--- src/rtl/core/mnd_pkg.sv ---
package mnd_pkg;

  localparam int SLOT_REGS       = 4;
  localparam int MAX_INSTRUMENTS = 4;
  localparam int SLOT_W          = 2;
  localparam int CNT_W           = 3;
  localparam int CFG_IDX_W       = 3;
  localparam int CFG_DATA_W      = 26;

  // Configuration register indexes
  localparam logic [CFG_IDX_W-1:0] CFG_COUNT = 3'd0;
  localparam logic [CFG_IDX_W-1:0] CFG_INST0 = 3'd1;
  localparam logic [CFG_IDX_W-1:0] CFG_INST3 = 3'd4;

  // MIDI codes
  localparam logic [7:0] MIDI_CLOCK    = 8'hF8;
  localparam logic [7:0] STATUS_LO     = 8'h80;
  localparam logic [7:0] STATUS_HI     = 8'hEF;
  localparam logic [3:0] CMD_NOTE_OFF  = 4'h8;
  localparam logic [3:0] CMD_NOTE_ON   = 4'h9;
  localparam logic [3:0] CMD_BEND      = 4'hE;
  localparam logic [15:0] BEND_CENTRE  = 16'd8192;

  typedef enum logic [1:0] {
    EV_PLAY = 2'd0,
    EV_STOP = 2'd1,
    EV_BEND = 2'd2,
    EV_TICK = 2'd3
  } ev_kind_t;

  typedef enum logic [1:0] {
    PS_IDLE  = 2'd0,
    PS_DATA1 = 2'd1,
    PS_DATA2 = 2'd2
  } parse_t;

  typedef enum logic {
    ST_IDLE = 1'b0,
    ST_EMIT = 1'b1
  } ctl_state_t;

  typedef struct packed {
    logic accept;
    logic emit;
  } mnd_cmd_t;

  typedef struct packed {
    logic new_nz;
    logic last_one;
    logic out_valid;
  } mnd_sts_t;

endpackage

--- src/rtl/core/mnd_ctrl.sv ---
module mnd_ctrl
  import mnd_pkg::*;
(
  input  logic     clk,
  input  logic     rst_n,
  input  logic     in_valid,
  output logic     in_stall,
  input  logic     out_stall,
  input  mnd_sts_t sts,
  output mnd_cmd_t cmd
);

  ctl_state_t state_r, state_nxt;

  always_ff @(posedge clk) begin
    if (!rst_n) begin
      state_r <= ST_IDLE;
    end else begin
      state_r <= state_nxt;
    end
  end

  always_comb begin
    state_nxt = state_r;
    case (state_r)
      ST_IDLE: begin
        if (cmd.accept && sts.new_nz) state_nxt = ST_EMIT;
      end
      ST_EMIT: begin
        if (cmd.emit && sts.last_one) state_nxt = ST_IDLE;
      end
      default: state_nxt = ST_IDLE;
    endcase
  end

  always_comb begin
    in_stall   = 1'b1;
    cmd.accept = 1'b0;
    cmd.emit   = 1'b0;
    case (state_r)
      ST_IDLE: begin
        in_stall   = 1'b0;
        cmd.accept = in_valid;
      end
      ST_EMIT: begin
        // load the output register once it is free or being drained
        cmd.emit = !sts.out_valid || !out_stall;
      end
      default: ;
    endcase
  end

endmodule

--- src/rtl/core/mnd_datapath.sv ---
module mnd_datapath
  import mnd_pkg::*;
(
  input  logic                  clk,
  input  logic                  rst_n,
  input  logic                  cfg_we,
  input  logic [CFG_IDX_W-1:0]  cfg_index,
  input  logic [CFG_DATA_W-1:0] cfg_data,
  input  logic [7:0]            in_midi_byte,
  input  logic                  out_stall,
  input  mnd_cmd_t              cmd,
  output mnd_sts_t              sts,
  output logic                  out_valid,
  output logic [SLOT_W-1:0]     out_slot,
  output logic [1:0]            out_event_kind,
  output logic signed [9:0]     out_note_out,
  output logic [7:0]            out_velocity_out,
  output logic signed [15:0]    out_bend_offset,
  output logic                  out_last
);

  localparam int CAP = (MAX_INSTRUMENTS < SLOT_REGS) ? MAX_INSTRUMENTS : SLOT_REGS;

  logic [CNT_W-1:0]      cnt_r;
  logic [CFG_DATA_W-1:0] inst_r [SLOT_REGS];
  logic [CFG_IDX_W-1:0]  idx_m1;

  parse_t     parse_r, parse_nxt;
  logic [3:0] chan_r, chan_nxt;
  logic [3:0] cmd_r, cmd_nxt;
  logic [7:0] note_r, note_nxt;

  logic [SLOT_REGS-1:0] pend_r, pend_nxt;
  logic [SLOT_REGS-1:0] active, chan_hit, range_hit, new_mask, sel_bit;
  ev_kind_t             new_kind;
  logic [SLOT_W-1:0]    sel;
  logic [CNT_W-1:0]     n_eff;
  logic [15:0]          bend_raw;

  ev_kind_t          ev_kind_r;
  logic [7:0]        ev_note_r;
  logic [7:0]        ev_vel_r;
  logic [15:0]       ev_bend_r;

  logic              out_valid_r, out_valid_nxt;
  logic [SLOT_W-1:0] out_slot_r;
  ev_kind_t          out_kind_r;
  logic [9:0]        out_note_r, note_sum;
  logic [7:0]        out_vel_r;
  logic [15:0]       out_bend_r;
  logic              out_last_r, last_nxt;
  logic [7:0]        tr;

  assign idx_m1 = cfg_index - CFG_INST0;

  always_ff @(posedge clk) begin
    if (!rst_n) begin
      cnt_r <= '0;
      for (int i = 0; i < SLOT_REGS; i++) inst_r[i] <= '0;
    end else if (cfg_we) begin
      case (cfg_index)
        CFG_COUNT: cnt_r <= cfg_data[CNT_W-1:0];
        default: begin
          if (cfg_index inside {[CFG_INST0:CFG_INST3]}) inst_r[idx_m1[SLOT_W-1:0]] <= cfg_data;
        end
      endcase
    end
  end

  assign n_eff = (cnt_r > CNT_W'(CAP)) ? CNT_W'(CAP) : cnt_r;

  always_comb begin
    for (int i = 0; i < SLOT_REGS; i++) begin
      active[i]    = CNT_W'(i) < n_eff;
      chan_hit[i]  = inst_r[i][3:0] == chan_r;
      range_hit[i] = (note_r >= {1'b0, inst_r[i][10:4]}) &&
                     (note_r <= {1'b0, inst_r[i][17:11]});
    end
  end

  assign bend_raw = ({1'b0, in_midi_byte, 7'b0} | {8'b0, note_r}) - BEND_CENTRE;

  // parse step and event mask for the byte on the input
  always_comb begin
    parse_nxt = parse_r;
    chan_nxt  = chan_r;
    cmd_nxt   = cmd_r;
    note_nxt  = note_r;
    new_mask  = '0;
    new_kind  = EV_TICK;
    if (in_midi_byte == MIDI_CLOCK) begin
      new_mask = active;
    end else begin
      case (parse_r)
        PS_DATA1: begin
          note_nxt  = in_midi_byte;
          parse_nxt = PS_DATA2;
        end
        PS_DATA2: begin
          parse_nxt = PS_IDLE;
          if (cmd_r == CMD_NOTE_OFF || cmd_r == CMD_NOTE_ON) begin
            new_mask = active & chan_hit & range_hit;
            new_kind = (cmd_r == CMD_NOTE_OFF || in_midi_byte == 8'd0) ? EV_STOP : EV_PLAY;
          end else if (cmd_r == CMD_BEND) begin
            new_mask = active & chan_hit;
            new_kind = EV_BEND;
          end
        end
        default: begin
          if (in_midi_byte inside {[STATUS_LO:STATUS_HI]}) begin
            chan_nxt  = in_midi_byte[3:0];
            cmd_nxt   = in_midi_byte[7:4];
            parse_nxt = PS_DATA1;
          end else begin
            parse_nxt = PS_IDLE;
          end
        end
      endcase
    end
  end

  always_ff @(posedge clk) begin
    if (!rst_n) begin
      parse_r <= PS_IDLE;
      chan_r  <= '0;
      cmd_r   <= '0;
      note_r  <= '0;
    end else if (cmd.accept) begin
      parse_r <= parse_nxt;
      chan_r  <= chan_nxt;
      cmd_r   <= cmd_nxt;
      note_r  <= note_nxt;
    end
  end

  always_ff @(posedge clk) begin
    if (cmd.accept) begin
      ev_kind_r <= new_kind;
      ev_note_r <= note_r;
      ev_vel_r  <= in_midi_byte;
      ev_bend_r <= bend_raw;
    end
  end

  // lowest pending slot goes out next
  always_comb begin
    sel = '0;
    for (int i = SLOT_REGS - 1; i >= 0; i--) begin
      if (pend_r[i]) sel = SLOT_W'(i);
    end
  end

  assign sel_bit  = SLOT_REGS'(1) << sel;
  assign last_nxt = (pend_r & ~sel_bit) == '0;

  always_comb begin
    pend_nxt = pend_r;
    if (cmd.accept) pend_nxt = new_mask;
    else if (cmd.emit) pend_nxt = pend_r & ~sel_bit;
  end

  assign out_valid_nxt = cmd.emit ? 1'b1 : (out_valid_r && out_stall);

  always_ff @(posedge clk) begin
    if (!rst_n) begin
      pend_r      <= '0;
      out_valid_r <= 1'b0;
    end else begin
      pend_r      <= pend_nxt;
      out_valid_r <= out_valid_nxt;
    end
  end

  assign tr       = inst_r[sel][25:18];
  assign note_sum = {2'b00, ev_note_r} + {{2{tr[7]}}, tr};

  always_ff @(posedge clk) begin
    if (cmd.emit) begin
      out_slot_r <= sel;
      out_kind_r <= ev_kind_r;
      out_note_r <= (ev_kind_r == EV_PLAY || ev_kind_r == EV_STOP) ? note_sum : '0;
      out_vel_r  <= (ev_kind_r == EV_PLAY) ? ev_vel_r : '0;
      out_bend_r <= (ev_kind_r == EV_BEND) ? ev_bend_r : '0;
      out_last_r <= last_nxt;
    end
  end

  assign sts.new_nz    = new_mask != '0;
  assign sts.last_one  = last_nxt;
  assign sts.out_valid = out_valid_r;

  assign out_valid        = out_valid_r;
  assign out_slot         = out_slot_r;
  assign out_event_kind   = out_kind_r;
  assign out_note_out     = out_note_r;
  assign out_velocity_out = out_vel_r;
  assign out_bend_offset  = out_bend_r;
  assign out_last         = out_last_r;

  a_emit_has_pending: assert property (@(posedge clk) disable iff (!rst_n)
    cmd.emit |-> pend_r != '0)
    else $error("event emitted with nothing pending");

  a_accept_when_drained: assert property (@(posedge clk) disable iff (!rst_n)
    cmd.accept |-> pend_r == '0)
    else $error("byte taken while events still pending");

  a_first_data_silent: assert property (@(posedge clk) disable iff (!rst_n)
    cmd.accept && parse_r == PS_DATA1 && in_midi_byte != MIDI_CLOCK |=> pend_r == '0)
    else $error("first data byte raised events");

  a_last_drains: assert property (@(posedge clk) disable iff (!rst_n)
    cmd.emit && last_nxt |=> pend_r == '0 && out_last)
    else $error("last event left work pending");

endmodule

--- src/rtl/core/midi_note_dispatcher.sv ---
// Channel    | Direction | Ports
// in_        | in        | in_valid, in_stall, in_midi_byte
// out_       | out       | out_valid, out_stall, out_slot, out_event_kind, out_note_out,
//            |           | out_velocity_out, out_bend_offset, out_last
// cfg_       | in        | cfg_we, cfg_index, cfg_data
//
// A byte is taken while the block is idle; each event it raises then leaves the event
// scanner in turn, and a byte raises 0 to 4 events (at most one per active slot).
// The scanner reads the four slot registers in parallel and emits the lowest pending slot.
// Reset (synchronous, rst_n low) clears the slot registers, the count and the parser.
// A stall on the output holds the scanner; the next byte is taken once all
// events sit in the output register, even while the last one waits.
module midi_note_dispatcher
  import mnd_pkg::*;
(
  input  logic                  clk,
  input  logic                  rst_n,
  input  logic                  cfg_we,
  input  logic [CFG_IDX_W-1:0]  cfg_index,
  input  logic [CFG_DATA_W-1:0] cfg_data,
  input  logic                  in_valid,
  output logic                  in_stall,
  input  logic [7:0]            in_midi_byte,
  output logic                  out_valid,
  input  logic                  out_stall,
  output logic [SLOT_W-1:0]     out_slot,
  output logic [1:0]            out_event_kind,
  output logic signed [9:0]     out_note_out,
  output logic [7:0]            out_velocity_out,
  output logic signed [15:0]    out_bend_offset,
  output logic                  out_last
);

  mnd_cmd_t cmd;
  mnd_sts_t sts;

  mnd_ctrl u_ctrl (
    .clk       (clk),
    .rst_n     (rst_n),
    .in_valid  (in_valid),
    .in_stall  (in_stall),
    .out_stall (out_stall),
    .sts       (sts),
    .cmd       (cmd)
  );

  mnd_datapath u_dp (
    .clk              (clk),
    .rst_n            (rst_n),
    .cfg_we           (cfg_we),
    .cfg_index        (cfg_index),
    .cfg_data         (cfg_data),
    .in_midi_byte     (in_midi_byte),
    .out_stall        (out_stall),
    .cmd              (cmd),
    .sts              (sts),
    .out_valid        (out_valid),
    .out_slot         (out_slot),
    .out_event_kind   (out_event_kind),
    .out_note_out     (out_note_out),
    .out_velocity_out (out_velocity_out),
    .out_bend_offset  (out_bend_offset),
    .out_last         (out_last)
  );

endmodule
--- config.mk ---
export PLATFORM = sky130hd
export DESIGN_NAME = midi_note_dispatcher
export DESIGN_NICKNAME = d
export VERILOG_FILES = /design/src/rtl/core/mnd_pkg.sv /design/src/rtl/core/mnd_ctrl.sv /design/src/rtl/core/mnd_datapath.sv /design/src/rtl/core/midi_note_dispatcher.sv
export SDC_FILE = /design/constraint.sdc
export NUM_CORES = 1
export LEC_CHECK = 0
export BUFFER_PORTS_ARGS = -buffer_cell sky130_fd_sc_hd__buf_4
export CAP_MARGIN = 20
export CELL_PAD_IN_SITES_DETAIL_PLACEMENT = 1
export CELL_PAD_IN_SITES_GLOBAL_PLACEMENT = 1
export CORE_UTILIZATION = 52
export DETAILED_ROUTE_END_ITERATION = 8
export PLACE_DENSITY = 0.85
export REMOVE_ABC_BUFFERS = 1
export SETUP_SLACK_MARGIN = 0.1
export SLEW_MARGIN = 0
export SYNTH_ARGS = -nofsm -noshare
export SYNTH_HDL_FRONTEND = slang
export SYNTH_SLANG_ARGS = --single-unit
--- constraint.sdc ---
create_clock -name clk -period 10.6 [get_ports clk]
set_input_delay 2.65 -clock clk [delete_from_list [all_inputs] [get_ports clk]]
set_output_delay 2.65 -clock clk [all_outputs]
set_load 0.05 [all_outputs]
-- After elaboration in Yosys (flattened, before gate mapping)
Memory sizes are Yosys's and may differ from the RTL's.
Index checks and enable logic that the tools add are counted.
- register bits after elaboration: 100
- bits in latches: 0
- memory bits (writable): 104
- ROM bits: 0
- word-level logic and storage cells: 121
- memories: 1
- memories (memory ; words ; width ; read ports ; clocked after memory_dff ; write ports ; line ; source):
    u_dp.inst_r ; 4 ; 26 ; 5 ; 0 ; 4 ; mnd_datapath.sv:25 ; logic [CFG_DATA_W-1:0] inst_r [SLOT_REGS];
- $add $sub $neg: 3
- multipliers: 0
- divide/modulo/power cells: 0
- $lt $le $gt $ge: 17
- equality and inequality tests: 12
- shifts and indexed selects: 1
- muxes and demuxes: 32
- bitwise logic cells: 9
- reductions and logical operators: 28
- operators with widths (cell ; number):
    8-bit by 7-bit greater-or-equal comparator with 1-bit output ; 4
    8-bit by 7-bit <= comparator with 1-bit output ; 4
    26-bit two-way mux ; 1
    26-bit OR reduction ; 1
    4-bit two-way mux ; 6
    4-bit == test ; 4
    1-bit two-way mux ; 16
    16-bit by 14-bit subtractor with 16-bit output (second input constant) ; 1
    15-bit by 8-bit OR with 15-bit output ; 1
    4-bit AND ; 3
    4-bit == test (second input constant) ; 3
    2-bit two-way mux ; 6
    9-bit by 8-bit adder with 10-bit output ; 1
    1-bit logical AND ; 9
    8-bit == test (second input constant) ; 1
    8-bit greater-or-equal comparator (second input constant) ; 1
    8-bit <= comparator (second input constant) ; 1
    8-bit zero test ; 1
    1-bit by 3-bit less-than comparator with 1-bit output (first input constant) ; 2
    2-bit by 3-bit less-than comparator with 1-bit output (first input constant) ; 2
    2-bit by 1-bit == test with 1-bit output (second input constant) ; 2
    2-bit == test (second input constant) ; 2
    4-bit zero test ; 1
    1-bit logical OR ; 4
    19 further kinds ; 25

-- Longest topological paths before layout
- depth after elaboration: 12
- depth in mapped cells: 17
- depth with buffers taken out: 16

-- Hierarchy
Synthesis repeated with hierarchy kept, for this count alone.
- cells, all modules: 808
- area, all modules: 9660.5 um2
- modules (own cells, without submodules) (module ; instances ; cells an instance ; area an instance (um2)):
    mnd_datapath ; 1 ; 802 ; 9591.7
    mnd_ctrl ; 1 ; 6 ; 68.8

-- Worst setup path before layout
No wires, ideal clock.
- path kind: input to register
- from: input cfg_index[0]
- to: memory u_dp.inst_r[1][0] (enable)
- data arrival time: 5.407 ns
- data required time: 10.155 ns
- slack: 4.748 ns
- stages on the path: 7
- cell sequence: inv_1 > ha_1 > nor3_1 > o21ai_1 > nor2_2 > nand2_2 > o21ai_0
- RTL lines (what ; line ; source):
    from (decl) ; midi_note_dispatcher.sv:19 ; input logic [CFG_IDX_W-1:0] cfg_index,
    to (decl) ; mnd_datapath.sv:25 ;

==> summary.md <==
| Metric | Value |
|---|---|
| DR pass1 iterations | 4 |
| Critical path, cell by cell | buf_4, inv_1, ha_1, nor3_1, o21ai_1, nor2_2, nand2_2, nor2_2, and2_1 |
| Post-route DRC | 0 |
| Layout Nets | about 1000 |
| TritonCTS Sinks | 192 |
| Via count | around 6400 |
| Comb pwr share | 0.086 |
| HP Class | register to register |
| Max transition margin | 0.314 |
| Fraction of layout cells with a size suffix above 1 | 0.160 |
| Port buffer count | 82 |
| Hold-fix buffers at CTS | 0 |
| Total wire length | roughly 24000 um |
| CTS clk-pin slew, worst paths | 0.08 ns |
| Worst Skew | slightly below 0.01 ns |
| Top cell family by delay on the critical path | simple AND/OR/NAND/NOR gates |
| Synth unique cells | 60 |
| Slew @ Worst Pin | roughly 1.0 ns |
| Initial antenna violation count | 0 |
| Synth top area share | 0.517 |
| EDFF count, synth | between 150 and 200 |
| Crit path max fanout | 27 |
| Die area | ~19000 sq um |
| Worst setup margin | 5.29 ns |
| Clock Path Buffers | 2 |
| Int Pwr | between 1000 and 1500 uW |
| Max cap viols | 0 |
| FMAX | between 0.15 and 0.2 GHz |
| CP peak stage delay | approximately 0.79 ns |
| Arr. time, crit path | around 5.6 ns |
| Power Dens Cells | approximately 150 nW/um^2 |
| Post-Synthesis Cell Area | ~9600 sq um |
| Post-route ant nets | 0 |
| Largest cells by area after synthesis | edfxtp_1, ha_1, and2_1 |
| CP bufs+invs | 2 |
| Vias in the first global route | between 6000 and 7000 |
| Gr usage total | 0.271 |
| Leak | 0.00454 uW |
| Grt ovf | 0 |
| Slew Viols, Final | 0 |
| Final setup violation count | 0 |
| CTS resizes | 0 |
| Status | finished, final reports clean |
| Crit path capture type | register |
| RSZ-0062 raised after global routing | no |
| Worst Setup Path Type | primary input to register |
| Synth area leader | edfxtp_1 |
| CTS buffer count | 17 |
| TritonCTS clock tree | done |
| Critical path required time | approximately 11 ns |
| Pre-CTS WS | between 4 and 5 ns |
| Post-layout min period | between 5 and 6 ns |
| First DRT Iteration DRCs | roughly 330 |
| Setup crit start kind | primary input |
| Core area | roughly 18000 sq um |
| Psw | around 420 uW |
| Die Height | about 140 um |
| First-pass GRT wire length | approximately 37000 um |
| Register area share after synthesis | 0.574 |
| # rows | a little under 50 |
| Gpl congestion | about 0.84 |
| Count leader, synth | edfxtp_1 |
| Warnings, synthesis | 0 |
| Final Hold Fails | 0 |
| Post-synth top cells | edfxtp_1, and2_1, ha_1, inv_1, nor2_1 |
| Initial Utilization | 0.531 |
| H-tree levels | 4 |
| Synthesis-to-finish area growth | 15.1% |
| Avg Cell Area, Syn | between 10 and 15 sq um |
| Clock latency at the later pin of the worst-skew pair | 0.44 ns |
| I/O pin cnt | slightly above 80 |
| Vias/cell | 5.70 |
| Sequential power share | 0.532 |
| Period Utilization, post-route | 0.501 |
| Synthesized flop and latch total | roughly 190 |
| Root cell of the clock tree | clkbuf_16 |
| Async set-reset flop share out of synthesis | 0 |
| Cells after Synth | between 800 and 900 |
| Fin Setup TNS | 0 ns |
| Peak VDD IR | ~120 uV |
| Clk network pwr share | 0.382 |
| Detail Placement HPWL | roughly 17000 um |
| Total power draw | around 1600 uW |
| Wirelength per Cell | 21.4 um |
| Slowest cell on crit path | nor2_2 |
| CP most frequent cell | nor2_2 |
| Die width | approximately 140 um |
| Ant diodes | 0 |
| Largest net degree at the start of global routing | between 40 and 50 |
| Post-CTS setup buffers | 0 |
| Ys flop type | edfxtp_1 |
| Sw frac | 0.256 |
-- final cells by class --
| cell class | instances | area, sq um |
|---|---|---|
| fillers | 1863 | 7000 |
| flip-flops and latches | 192 | 5500 |
| multi-input cells | 518 | 3740 |
| repair buffers | 89 | 668 |
| clock buffers | 17 | 425 |
| well taps | 229 | 287 |
| inverters | 71 | 267 |
| clock inverters | 15 | 141 |
-- sequential cells by signal, indices dropped and copies added, names as in the netlist, 4 cells and up --
register / count
u_dp.inst_r: 104
u_dp.ev_bend_r: 16
u_dp.out_bend_offset: 16
u_dp.out_note_out: 10
u_dp.note_r: 8
u_dp.out_velocity_out: 8
u_dp.chan_r: 4
u_dp.cmd_r: 4
u_dp.pend_r: 4
-- layer usage --
layer / vias up / part of all wire / GRT usage / wire length, um
met5: - / 0 / 0 / 0
met4: 0 / 0.036 / 0.130 / 867
met3: 58 / 0.030 / 0.0375 / 726
met2: 165 / 0.54 / 0.506 / 13100
met1: 3211 / 0.39 / 0.301 / 9540
li1: 3015 / - / - / -
-- path summary, 6_finish.rpt --
kind	start	endpoint	slack, ns	cells after the start
max	cfg_index[0]	u_dp.inst_r[1][24]$_SDFFCE_PN0P_	5.29	9
min	u_dp.ev_kind_r[0]$_SDFFCE_PP1P_	u_dp.out_event_kind[0]$_DFFE_PP_	0.50	0
max reg2reg	u_dp.pend_r[3]$_SDFFE_PN0P_	u_dp.out_note_out[8]$_SDFFCE_PN0P_	6.49	17
min reg2reg	u_dp.ev_kind_r[0]$_SDFFCE_PP1P_	u_dp.out_event_kind[0]$_DFFE_PP_	0.50	0
-- cell usage in the layout, fill, tap and decap left out, drive strengths merged, types with 21 or more instances in the layout --
cell type and n:
edfxtp 165, and2 129, buf 89, inv 80
ha 73, nor2 61, a21oi 38, o21ai 28
dfxtp 27, nand2 21
-- cell families (layout without fill, tap and decap cells) --
| group | count (synthesis) | count (layout) | synth area share |
|---|---|---|---|
| flip-flops | 192 | 192 | 0.574 |
| buffers and inverters | 98 | 192 | 0.0398 |
| adder cells (fa/ha/maj) | 74 | 74 | 0.0975 |
| multiplexers | 20 | 20 | 0.0210 |
| XOR/XNOR | 20 | 20 | 0.0183 |
| AND/OR/NAND/NOR | 284 | 284 | 0.168 |
| AO/OA/AOI/OAI | 120 | 120 | 0.0816 |
-- stage by stage --
| stage | hold WS [ns] | cells | util | cell area (sq um) |
|---|---|---|---|---|
| 2_1_floorplan | 0.430 | 781 | - | 9460 |
| 3_3_place_gp | 0.463 | 1098 | 0.580 | 10400 |
| 3_5_place_dp | 0.467 | 1098 | 0.580 | 10400 |
| 4_1_cts | 0.492 | 1130 | 0.611 | 11000 |
| 5_1_grt | 0.509 | 1131 | 0.611 | 11000 |
| 6_report | 0.497 | 1131 | 0.611 | 11000 |
-- power by group through the flow --
| stage | registers (uW) | logic, uW | clock network (uW) |
|---|---|---|---|
| after floorplan | 882 | 82.5 | 0 |
| after global placement | 886 | 125 | 0 |
| after detailed placement | 889 | 138 | 0 |
| after CTS | 873 | 142 | 628 |
| after global routing | 876 | 156 | 653 |
| final | 873 | 142 | 626 |
-- worst register-to-register path: cells and delay by family (launching register included) --
| family | cells | cell delay (ns) |
|---|---|---|
| compound gates | 7 | 1.39 |
| flops | 1 | 0.73 |
| fa+ha+maj | 2 | 0.61 |
| simple gates | 4 | 0.48 |
| buf+inv | 2 | 0.30 |
| xor+xnor | 1 | 0.20 |
| mux | 1 | 0.14 |
No activity file was read; power rests on OpenSTA's default activity.
